===== src/rtl/fesp_pkg.sv =====
// Shared types and constants for the flash erase size planner.
// Holds the input and result beat structs, status and operation codes,
// and register indexes. No dependencies.
package fesp_pkg;

    localparam int ADDR_W       = 24;
    localparam int COUNT_W      = 16;
    localparam int OPC_W        = 8;
    localparam int COVER_W      = 5;
    localparam int STATUS_W     = 2;
    localparam int CFG_IDX_W    = 2;
    localparam int SECTOR_SHIFT = 12;

    // Operation codes of an input beat.
    localparam logic OP_REQUEST = 1'b0;
    localparam logic OP_DONE    = 1'b1;

    // Status codes of a result beat.
    localparam logic [STATUS_W-1:0] ST_ISSUE      = 2'd0;
    localparam logic [STATUS_W-1:0] ST_FINISHED   = 2'd1;
    localparam logic [STATUS_W-1:0] ST_MISALIGNED = 2'd2;
    localparam logic [STATUS_W-1:0] ST_BUSY       = 2'd3;

    // Configuration register indexes.
    localparam logic [CFG_IDX_W-1:0] CFG_OPC_4K  = 2'd0;
    localparam logic [CFG_IDX_W-1:0] CFG_OPC_32K = 2'd1;
    localparam logic [CFG_IDX_W-1:0] CFG_OPC_64K = 2'd2;

    localparam logic [OPC_W-1:0] OPC_4K_RESET  = 8'h20;
    localparam logic [OPC_W-1:0] OPC_32K_RESET = 8'h00;
    localparam logic [OPC_W-1:0] OPC_64K_RESET = 8'h00;

    // Sectors covered by each erase size.
    localparam logic [COVER_W-1:0] CHUNK_4K  = 5'd1;
    localparam logic [COVER_W-1:0] CHUNK_32K = 5'd8;
    localparam logic [COVER_W-1:0] CHUNK_64K = 5'd16;

    typedef struct packed {
        logic               operation;
        logic [ADDR_W-1:0]  start_address;
        logic [COUNT_W-1:0] sector_count;
    } t_in_beat;

    typedef struct packed {
        logic [STATUS_W-1:0] status;
        logic [OPC_W-1:0]    erase_opcode;
        logic [ADDR_W-1:0]   erase_address;
        logic [COVER_W-1:0]  sectors_covered;
    } t_out_beat;

    typedef struct packed {
        logic [OPC_W-1:0]   erase_opcode;
        logic [COVER_W-1:0] sectors;
    } t_chunk;

endpackage


===== src/rtl/fesp_size_select.sv =====
// Erase size selection for the flash erase size planner.
// Picks the largest erase that fits the position and remaining count.
// Depends on fesp_pkg.
module fesp_size_select (
    input  logic [fesp_pkg::ADDR_W-1:0]  i_addr,
    input  logic [fesp_pkg::COUNT_W-1:0] i_left,
    input  logic [fesp_pkg::OPC_W-1:0]   i_opc_4k,
    input  logic [fesp_pkg::OPC_W-1:0]   i_opc_32k,
    input  logic [fesp_pkg::OPC_W-1:0]   i_opc_64k,
    output fesp_pkg::t_chunk             o_chunk
);
    import fesp_pkg::*;

    logic fit_64k;
    logic fit_32k;

    assign fit_64k = (i_left >= COUNT_W'(CHUNK_64K)) && (i_addr[15:0] == '0)
                     && (i_opc_64k != '0);
    assign fit_32k = (i_left >= COUNT_W'(CHUNK_32K)) && (i_addr[14:0] == '0)
                     && (i_opc_32k != '0);

    always_comb begin
        if (fit_64k) begin
            o_chunk.erase_opcode = i_opc_64k;
            o_chunk.sectors      = CHUNK_64K;
        end else if (fit_32k) begin
            o_chunk.erase_opcode = i_opc_32k;
            o_chunk.sectors      = CHUNK_32K;
        end else begin
            o_chunk.erase_opcode = i_opc_4k;
            o_chunk.sectors      = CHUNK_4K;
        end
    end

endmodule


===== src/rtl/flash_erase_size_planner_unit.sv =====
// Top level of the flash erase size planner.
// Holds plan state, opcode registers and the result output stage.
// Depends on fesp_pkg and fesp_size_select.

// The planner takes one beat per clock cycle while input ready is high: a
// new erase request or the completion of the command last issued. Each
// accepted beat is handled in the cycle it is accepted, by one address add,
// one count subtract and the size compares, and its result (if it has one)
// is registered at that same edge, in the output register or the skid
// register. A two-entry output stage (output register plus skid register)
// decouples the sides: input ready depends only on the skid register, so a
// beat is taken while an earlier result waits, and sustained throughput is
// one beat per cycle whenever the consumer keeps taking results. A done beat
// while idle makes no result. Opcode registers are written through the plain
// write port and should only change while the planner is idle.
module flash_erase_size_planner_unit (
    input  logic                           i_clk,
    input  logic                           i_rst_n,
    input  logic                           i_in_valid,
    output logic                           o_in_ready,
    input  fesp_pkg::t_in_beat             i_in_data,
    output logic                           o_out_valid,
    input  logic                           i_out_ready,
    output fesp_pkg::t_out_beat            o_out_data,
    input  logic                           i_cfg_we,
    input  logic [fesp_pkg::CFG_IDX_W-1:0] i_cfg_idx,
    input  logic [fesp_pkg::OPC_W-1:0]     i_cfg_data
);
    import fesp_pkg::*;

    // Opcode registers.
    logic [OPC_W-1:0] r_opc_4k;
    logic [OPC_W-1:0] r_opc_32k;
    logic [OPC_W-1:0] r_opc_64k;

    // Plan state.
    logic               r_busy,  n_busy;
    logic [ADDR_W-1:0]  r_addr,  n_addr;
    logic [COUNT_W-1:0] r_left,  n_left;
    logic [COVER_W-1:0] r_chunk, n_chunk;

    // Output register and skid register.
    logic      r_out_valid;
    t_out_beat r_out;
    logic      r_skid_valid;
    t_out_beat r_skid;

    logic               accept;
    logic               res_valid;
    t_out_beat          res;
    logic [ADDR_W-1:0]  adv_addr;
    logic [COUNT_W-1:0] adv_left;
    logic [ADDR_W-1:0]  sel_addr;
    logic [COUNT_W-1:0] sel_left;
    t_chunk             chunk;
    logic               out_free;

    assign o_in_ready  = ~r_skid_valid;
    assign accept      = i_in_valid & o_in_ready;
    assign o_out_valid = r_out_valid;
    assign o_out_data  = r_out;

    // The address wraps at 24 bits; the count saturates at zero.
    assign adv_addr = r_addr + {{(ADDR_W - COVER_W - SECTOR_SHIFT){1'b0}}, r_chunk,
                                {SECTOR_SHIFT{1'b0}}};
    assign adv_left = (r_left >= COUNT_W'(r_chunk)) ? (r_left - COUNT_W'(r_chunk)) : '0;

    // One selector serves both the first command of a plan and later ones.
    assign sel_addr = (i_in_data.operation == OP_DONE) ? adv_addr : i_in_data.start_address;
    assign sel_left = (i_in_data.operation == OP_DONE) ? adv_left : i_in_data.sector_count;

    fesp_size_select u_size_select (
        .i_addr    (sel_addr),
        .i_left    (sel_left),
        .i_opc_4k  (r_opc_4k),
        .i_opc_32k (r_opc_32k),
        .i_opc_64k (r_opc_64k),
        .o_chunk   (chunk)
    );

    always_comb begin
        n_busy    = r_busy;
        n_addr    = r_addr;
        n_left    = r_left;
        n_chunk   = r_chunk;
        res_valid = 1'b0;
        res       = '0;
        if (i_in_data.operation == OP_REQUEST) begin
            res_valid = 1'b1;
            if (r_busy) begin
                res.status = ST_BUSY;
            end else if (i_in_data.start_address[SECTOR_SHIFT-1:0] != '0) begin
                res.status = ST_MISALIGNED;
            end else if (i_in_data.sector_count == '0) begin
                res.status = ST_FINISHED;
            end else begin
                n_busy              = 1'b1;
                n_addr              = i_in_data.start_address;
                n_left              = i_in_data.sector_count;
                n_chunk             = chunk.sectors;
                res.status          = ST_ISSUE;
                res.erase_opcode    = chunk.erase_opcode;
                res.erase_address   = i_in_data.start_address;
                res.sectors_covered = chunk.sectors;
            end
        end else if (r_busy) begin
            res_valid = 1'b1;
            n_addr    = adv_addr;
            n_left    = adv_left;
            if (adv_left == '0) begin
                n_busy     = 1'b0;
                n_chunk    = '0;
                res.status = ST_FINISHED;
            end else begin
                n_chunk             = chunk.sectors;
                res.status          = ST_ISSUE;
                res.erase_opcode    = chunk.erase_opcode;
                res.erase_address   = adv_addr;
                res.sectors_covered = chunk.sectors;
            end
        end
    end

    always_ff @(posedge i_clk) begin
        if (!i_rst_n) begin
            r_opc_4k  <= OPC_4K_RESET;
            r_opc_32k <= OPC_32K_RESET;
            r_opc_64k <= OPC_64K_RESET;
        end else if (i_cfg_we) begin
            case (i_cfg_idx)
                CFG_OPC_4K:  r_opc_4k  <= i_cfg_data;
                CFG_OPC_32K: r_opc_32k <= i_cfg_data;
                CFG_OPC_64K: r_opc_64k <= i_cfg_data;
                default: begin
                end
            endcase
        end
    end

    always_ff @(posedge i_clk) begin
        if (!i_rst_n) begin
            r_busy  <= 1'b0;
            r_addr  <= '0;
            r_left  <= '0;
            r_chunk <= '0;
        end else if (accept) begin
            r_busy  <= n_busy;
            r_addr  <= n_addr;
            r_left  <= n_left;
            r_chunk <= n_chunk;
        end
    end

    // The output register can load when it is empty or being taken.
    assign out_free = ~r_out_valid | i_out_ready;

    always_ff @(posedge i_clk) begin
        if (!i_rst_n) begin
            r_out_valid  <= 1'b0;
            r_skid_valid <= 1'b0;
        end else if (out_free) begin
            if (r_skid_valid) begin
                r_out_valid  <= 1'b1;
                r_skid_valid <= 1'b0;
            end else begin
                r_out_valid <= accept & res_valid;
            end
        end else if (accept & res_valid) begin
            r_skid_valid <= 1'b1;
        end
    end

    always_ff @(posedge i_clk) begin
        if (out_free) begin
            if (r_skid_valid) begin
                r_out <= r_skid;
            end else if (accept & res_valid) begin
                r_out <= res;
            end
        end else if (accept & res_valid) begin
            r_skid <= res;
        end
    end

    // The skid register only fills while the output register is held.
    a_skid_behind_out: assert property (@(posedge i_clk) disable iff (!i_rst_n)
        r_skid_valid |-> r_out_valid)
        else $error("skid register full while output register empty");

    // A plan in progress always has a command in flight and sectors left.
    a_busy_state: assert property (@(posedge i_clk) disable iff (!i_rst_n)
        r_busy |-> (r_chunk != '0) && (r_left != '0))
        else $error("busy with no command in flight or no sectors left");

    // When idle, no command is in flight.
    a_idle_state: assert property (@(posedge i_clk) disable iff (!i_rst_n)
        !r_busy |-> (r_chunk == '0))
        else $error("idle with a command still in flight");

    // An issued command covers one of the three erase sizes.
    a_issue_size: assert property (@(posedge i_clk) disable iff (!i_rst_n)
        (o_out_valid && (o_out_data.status == ST_ISSUE)) |->
        ((o_out_data.sectors_covered == CHUNK_4K) ||
         (o_out_data.sectors_covered == CHUNK_32K) ||
         (o_out_data.sectors_covered == CHUNK_64K)))
        else $error("issued command with an invalid erase size");

endmodule


===== config.mk =====
export PLATFORM = sky130hd
export DESIGN_NAME = flash_erase_size_planner_unit
export DESIGN_NICKNAME = d
export VERILOG_FILES = /design/src/rtl/fesp_pkg.sv /design/src/rtl/fesp_size_select.sv /design/src/rtl/flash_erase_size_planner_unit.sv
export SDC_FILE = /design/constraint.sdc
export NUM_CORES = 1
export LEC_CHECK = 0
export ABC_AREA = 0
export BUFFER_PORTS_ARGS = -buffer_cell sky130_fd_sc_hd__buf_4
export CAP_MARGIN = 20
export CORE_ASPECT_RATIO = 0.75
export CORE_MARGIN = 2
export CORE_UTILIZATION = 59
export CTS_CLUSTER_SIZE = 24
export DETAILED_ROUTE_END_ITERATION = 10
export PLACE_DENSITY_LB_ADDON = 0.08
export SETUP_SLACK_MARGIN = 0.3
export SLEW_MARGIN = 15
export SYNTH_ARGS = -nofsm -noshare
export SYNTH_HDL_FRONTEND = slang
export SYNTH_SLANG_ARGS = --single-unit

===== constraint.sdc =====
create_clock -name i_clk -period 5.5 [get_ports i_clk]
set_clock_uncertainty 0.15 [all_clocks]
set_input_delay 1.1 -clock i_clk [delete_from_list [all_inputs] [get_ports i_clk]]
set_output_delay 1.1 -clock i_clk [all_outputs]
set_load 0.005 [all_outputs]

==> results of run 1 <==
==> cell usage after synthesis, types with 13 or more instances <==
cell type and n:
nor2b_1 38, nor2_1 55, o211a_1 18, clkbuf_1 27, mux2i_1 29, a21oi_1 17
dfxtp_1 70, nor4_1 14, o21ai_0 24, nand4_1 15, nand2_1 53, and3_1 13
mux2_2 15, o31ai_1 16, edfxtp_1 74, and2_1 22
==> routing by layer <==
metal  GRT usage, %  part of all wire, %
met2          46.35                   47
met4          9.054                  1.3
met1          40.79                   46
met3          5.998                  6.1
met5              0                    0
==> worst max-delay path, delay by kind of cell (launching register included) <==
family | cells | cell delay, ns
compound gates | 4 | 1.15
simple gates | 3 | 1.60
buf+inv | 1 | 0.06
fa+ha+maj | 1 | 0.31
flops | 1 | 0.39
xor+xnor | 1 | 0.21
==> stage by stage <==
step	instances	utilization (%)
2_1_floorplan	739	-
3_3_place_gp	968	65.89
3_5_place_dp	968	65.89
4_1_cts	1000	70.78
5_1_grt	1001	70.81
6_report	1001	70.81
==> logic make-up after synthesis <==
group,Yosys count
and+or+nand+nor,290
other,1
DFF,144
adders and majority gates,8
AOI/OAI and AO/OA,167
muxes,54
xor gates and xnor gates,15
buffers and inverters,59
==> registers in the layout, summed over array words and instances (netlist names), 3 cells and up <==
name        flops
r_addr         24
r_skid         37
r_chunk         3
r_left         16
r_opc_64k       8
r_opc_4k        8
r_opc_32k       8
o_out_data     37
==> final cells by class <==
cell class / count / area share (%)
clock buffer: 18 / 4.704
inverter: 8 / 0.3292
multi-input combinational: 536 / 41.68
tap: 171 / 2.345
clock inverter: 14 / 2.194
sequential: 144 / 39.72
timing repair buffer: 110 / 9.025
==> path summary, 6_finish.rpt <==
path                                  from                  endpoint  slack [ns]
setup / recovery   r_chunk[3]$_SDFFE_PN0P_  o_out_data[34]$_DFFE_PP_        1.41
setup reg to reg   r_chunk[3]$_SDFFE_PN0P_  o_out_data[34]$_DFFE_PP_        1.41
hold / removal    r_opc_4k[5]$_SDFFE_PN1P_  r_opc_4k[5]$_SDFFE_PN1P_        0.34
hold reg to reg   r_opc_4k[5]$_SDFFE_PN1P_  r_opc_4k[5]$_SDFFE_PN1P_        0.34
==> power groups by stage <==
stage               combinational, W  clock (W)  sequential [W]
floorplan                  0.0000803          0         0.00117
global placement            0.000154          0         0.00117
detailed placement          0.000158          0         0.00117
CTS                         0.000159    0.00126         0.00115
global route                0.000173    0.00131         0.00115
finish                      0.000160    0.00125         0.00115
==> flow_summary.json, run 1 <==
{
  "status": "finished, final reports clean",
  "timing.final.crit_share_pct": 74.35,
  "yosysUniqueCellTypes": 80,
  "vdd_drop_max_v": 0.0002510,
  "clk-insertion-delay-late_ns": 0.43,
  "antennaDiodeCount": 0,
  "vias": 6329,
  "synth_top_area_share_pct": 28.88,
  "cts.repair.resized": 0,
  "tritoncts": "yes",
  "layout_commonest_cell": "buf_4",
  "slew_headroom_pct": 31.57,
  "ctsHoldBuffers": 0,
  "switching_share_pct": 22.64,
  "rsz0062_at_grt": "no",
  "crit_arrival_ns": 4.15,
  "syn2layout_area_growth_pct": 18.55,
  "dp_slack_ns": 1.121,
  "cts_max_path_buffers": 2,
  "cts_buffers": 17,
  "fillers": 979,
  "grt_pass1_wl_mm": 31.32,
  "synth-adder-area-share_pct": 1.301,
  "post_synth_and_or_nand_nor_area_fraction_pct": 21.19,
  "rows": 36,
  "drt_pass1_iterations": 5,
  "cp-start-kind": "flop",
  "synth_warnings": 0,
  "pwr-share-clk_pct": 48.8,
  "final_cell_area_um2": 9123,
  "die-height_um": 102.9,
  "grt_pass1_vias": 5909,
  "dp_hpwl_mm": 13.67,
  "power_leakage_nw": 3.702,
  "async_reset_ff_share_pct": 0,
  "drt_wl_total_mm": 20.03,
  "period_needed_ns": 4.089,
  "synth-edff-count": 74,
  "wl_per_cell_um": 20.01,
  "root_buffer": "clkbuf_16",
  "p_sw_w": 0.0005799,
  "multiInputGateArea_um2": 3802,
  "totalPowerFinal_w": 0.002561,
  "grt_usage_pct": 29.23,
  "synthesis.area_um2": 7695,
  "io_buffers": 94,
  "drtIter0Drc": 607,
  "coreArea_um2": 12880,
  "antenna_found_initial": 0,
  "post_cts_buffers": 0,
  "cp_cell_sequence": "inv_1 -> ha_1 -> or4b_4 -> a2111oi_4 -> xor2_1 -> and3b_1 -> a41oi_4 -> nor2_2 -> o22ai_1 -> o31ai_1",
  "fin_hold_ws_ns": 0.3355,
  "setup_tns_ns": 0,
  "max_freq_ghz": 0.2446,
  "cp_slowest_cell": "or4b_4",
  "seq_area_um2": 3623,
  "worstPathMaxFanout": 11,
  "io_pins": 97,
  "layout_common_cells": "109 x buf_4, 74 x edfxtp_1, 70 x dfxtp_1",
  "muxShareOfSynthArea_pct": 7.919,
  "ys_seq_area_share_pct": 47.09,
  "yosys.area.top_type": "edfxtp_1",
  "die_x_um": 135.9,
  "overflow": 0,
  "layout-drive-gt1-share_pct": 23.61,
  "cp_slowest_stage_delay_ns": 0.56,
  "slew_viol_final": 0,
  "antenna_left": 0,
  "grt_max_degree": 61,
  "layout_setup_ws_ns": 1.411,
  "drcViolationCount": 0,
  "hold-path-cell-count": 2,
  "path_class": "flop to flop",
  "numClockSinks": 144,
  "cp-end-kind": "flop",
  "path_clk_slew_ns": 0.06,
  "power.density_nw_per_um2": 280.8,
  "setup_viol": 0,
  "p_seq_share_pct": 44.9,
  "synth-compound-area-share_pct": 17.04,
  "avgViaCountPerCell": 6.323,
  "ys_ff_latch": 144,
  "min_path_type": "flop to flop",
  "p_int_w": 0.001982,
  "required_ns": 5.56,
  "dieArea_um2": 13980,
  "hold_viol": 0,
  "combPwrFrac_pct": 6.3,
  "postPlaceCellArea_um2": 8488,
  "place_congestion": 0.8929,
  "synth.area.top_cells": "edfxtp_1 29%, dfxtp_1 18%, mux2i_1 3.8%",
  "cts_max_level": 4,
  "synth_top_family_by_area": "simple AND/OR/NAND/NOR gates",
  "yosys.area_share.xor_xnor_pct": 1.707,
  "syn_inst": 738,
  "maxCapViolCount": 0,
  "worstMarginPinSlew_ns": 1.024,
  "synth_flop_cell": "edfxtp_1",
  "nets": 881,
  "start_util_pct": 59.73,
  "postSynthAreaPerCell_um2": 10.43,
  "r2r_cells": 10
}
No activity file was read; power rests on OpenSTA's default activity.
==> inputs of run 2 (changes only) <==
CORE_UTILIZATION = 53   (was 59)
clock period = 3.3 ns   (was 5.5 ns; I/O delays follow)
==> flow_summary.json, run 2 (synthesis results as in run 1) <==
{
  "max_freq_ghz": 0.2965,
  "busiest_layer": "met2",
  "hold_viol": 0,
  "layout_commonest_cell": "buf_4",
  "period_needed_ns": 3.373,
  "worstMarginPinSlew_ns": 0.6382,
  "setup_tns_ns": -0.6575,
  "drcViolationCount": 0,
  "use_met2_pct": 46.14,
  "slew_headroom_pct": 57.36,
  "cp_cell_sequence": "inv_2 -> ha_4 -> or4_4 -> a221oi_4 -> buf_6 -> and4_4 -> nor4_4 -> buf_4 -> o211a_1 -> or4_4 -> nor2_4 -> o31ai_2",
  "rows": 38,
  "dieArea_um2": 15510,
  "io_buffers": 94,
  "maxCapViolCount": 0,
  "crit_arrival_ns": 3.39,
  "use_met1_pct": 40.40,
  "met3_usage_pct": 5.049,
  "p_sw_w": 0.001031,
  "path_clk_slew_ns": 0.07,
  "cp-start-kind": "flop",
  "grt_pass1_vias": 6475,
  "layout_setup_ws_ns": -0.07294,
  "layout_common_cells": "172 x buf_4, 74 x edfxtp_1, 66 x dfxtp_1",
  "nets": 962,
  "p_seq_share_pct": 45.4,
  "fillers": 1000,
  "avgViaCountPerCell": 6.020,
  "grt_max_degree": 60,
  "pwr-share-clk_pct": 47.0,
  "power_leakage_nw": 4.254,
  "cts_buffers": 17,
  "ctsHoldBuffers": 0,
  "vdd_drop_max_v": 0.0003661,
  "fin_util_pct": 73.32,
  "violations": "negative setup slack",
  "antennaDiodeCount": 0,
  "worstPathMaxFanout": 7,
  "dp_hpwl_mm": 14.92,
  "numClockSinks": 144,
  "die_x_um": 143.1,
  "cp_slowest_stage_delay_ns": 0.59,
  "status": "complete, but fails checks",
  "path_class": "flop to flop",
  "io_pins": 97,
  "drtIter0Drc": 614,
  "antenna_left": 0,
  "die-height_um": 108.4,
  "dp_slack_ns": -0.1176,
  "timing.final.crit_share_pct": 102.2,
  "p_int_w": 0.003196,
  "cp-end-kind": "flop",
  "vias": 6688,
  "antenna_found_initial": 0,
  "clk-insertion-delay-late_ns": 0.43,
  "drt_pass1_iterations": 5,
  "required_ns": 3.32,
  "fin_hold_ws_ns": 0.3262,
  "overflow": 0,
  "syn2layout_area_growth_pct": 36.36,
  "grt_pass1_wl_mm": 34.63,
  "cts_max_path_buffers": 2,
  "min_path_type": "primary input to flop",
  "cts_max_level": 4,
  "tritoncts": "yes",
  "root_buffer": "clkbuf_16",
  "wl_per_cell_um": 19.96,
  "power.density_nw_per_um2": 402.8,
  "drt_wl_total_mm": 22.18,
  "combPwrFrac_pct": 7.6,
  "coreArea_um2": 14310,
  "cp_slowest_cell": "or4_4",
  "cpMostUsedCell": "or4_4",
  "rsz0062_at_grt": "yes",
  "place_congestion": 1.027,
  "layout-drive-gt1-share_pct": 39.52,
  "grt_usage_pct": 29.00,
  "setup_viol": 17,
  "switching_share_pct": 24.39,
  "slew_viol_final": 0,
  "start_util_pct": 53.77
}
[run 2: changes by cell type in the layout (fill, tap and decap cells not counted), moves of 9 or more]
cell	previous run	this run
buf_4	109	172
nor2_4	1	10
buf_6	0	10
mux2_2	15	0
nor2_1	55	45
o22ai_1	11	2
mux2_4	10	25
[run 2: worst paths after layout]
kind	depth (start not counted)	start	to	slack (ns)
max	12	r_chunk[4]$_SDFFE_PN0P_	o_out_data[35]$_DFFE_PP_	-0.07
min	3	i_cfg_data[5]	r_opc_4k[5]$_SDFFE_PN1P_	0.33
max reg2reg	12	r_chunk[4]$_SDFFE_PN0P_	o_out_data[35]$_DFFE_PP_	-0.07
min reg2reg	1	r_addr[4]$_SDFFE_PN0P_	r_addr[4]$_SDFFE_PN0P_	0.34
[run 2: layer usage]
layer | share of wire (%) | wire length [um] | up-vias
met1 | 44 | 9801 | 3223
li1 | - | - | 3112
met5 | 0 | 0 | -
met3 | 7.0 | 1542 | 37
met4 | 1.6 | 348 | 0
met2 | 47 | 10480 | 316
[run 2: power groups by stage]
stage          logic [W]  registers [W]  clock network [W]
6_report        0.000322        0.00192            0.00199
5_1_grt         0.000344        0.00192            0.00209
4_1_cts         0.000309        0.00192            0.00200
3_5_place_dp    0.000284        0.00196                  0
3_3_place_gp    0.000279        0.00196                  0
2_1_floorplan   0.000136        0.00195                  0
[run 2: per-stage QoR]
step	std cells	cell area, um^2	power, W
global route	1111	10490	0.004358
detailed placement	1059	9119	0.002241
CTS	1105	10270	0.004227
global placement	1059	9119	0.002235
finish	1111	10490	0.004226
floorplan	739	7787	0.002090
[run 2: cell type report]
class,instances,area [um^2],share of cell area (%)
clock buffers,17,425.4,4.054
clock inverters,15,176.4,1.681
multi-input cells,539,4473,42.63
inverters,8,30.03,0.2862
well taps,200,250.2,2.385
flip-flops and latches,144,3628,34.58
repair buffers,188,1509,14.38
[run 2: timing repair]
item	in CTS	in global routing
pin swaps	36	16
setup buffers	10	5
gates resized for setup	102	31
gates cloned	4	0
endpoints found under the setup margin	73	93
[run 2: worst max-delay path, delay by kind of cell (launching register included)]
family	cells	cell delay, ns
flip-flops	1	0.33
buffers and inverters	3	0.37
AO/OA/AOI/OAI	3	0.54
AND/OR/NAND/NOR	5	1.55
adder cells (fa/ha/maj)	1	0.16
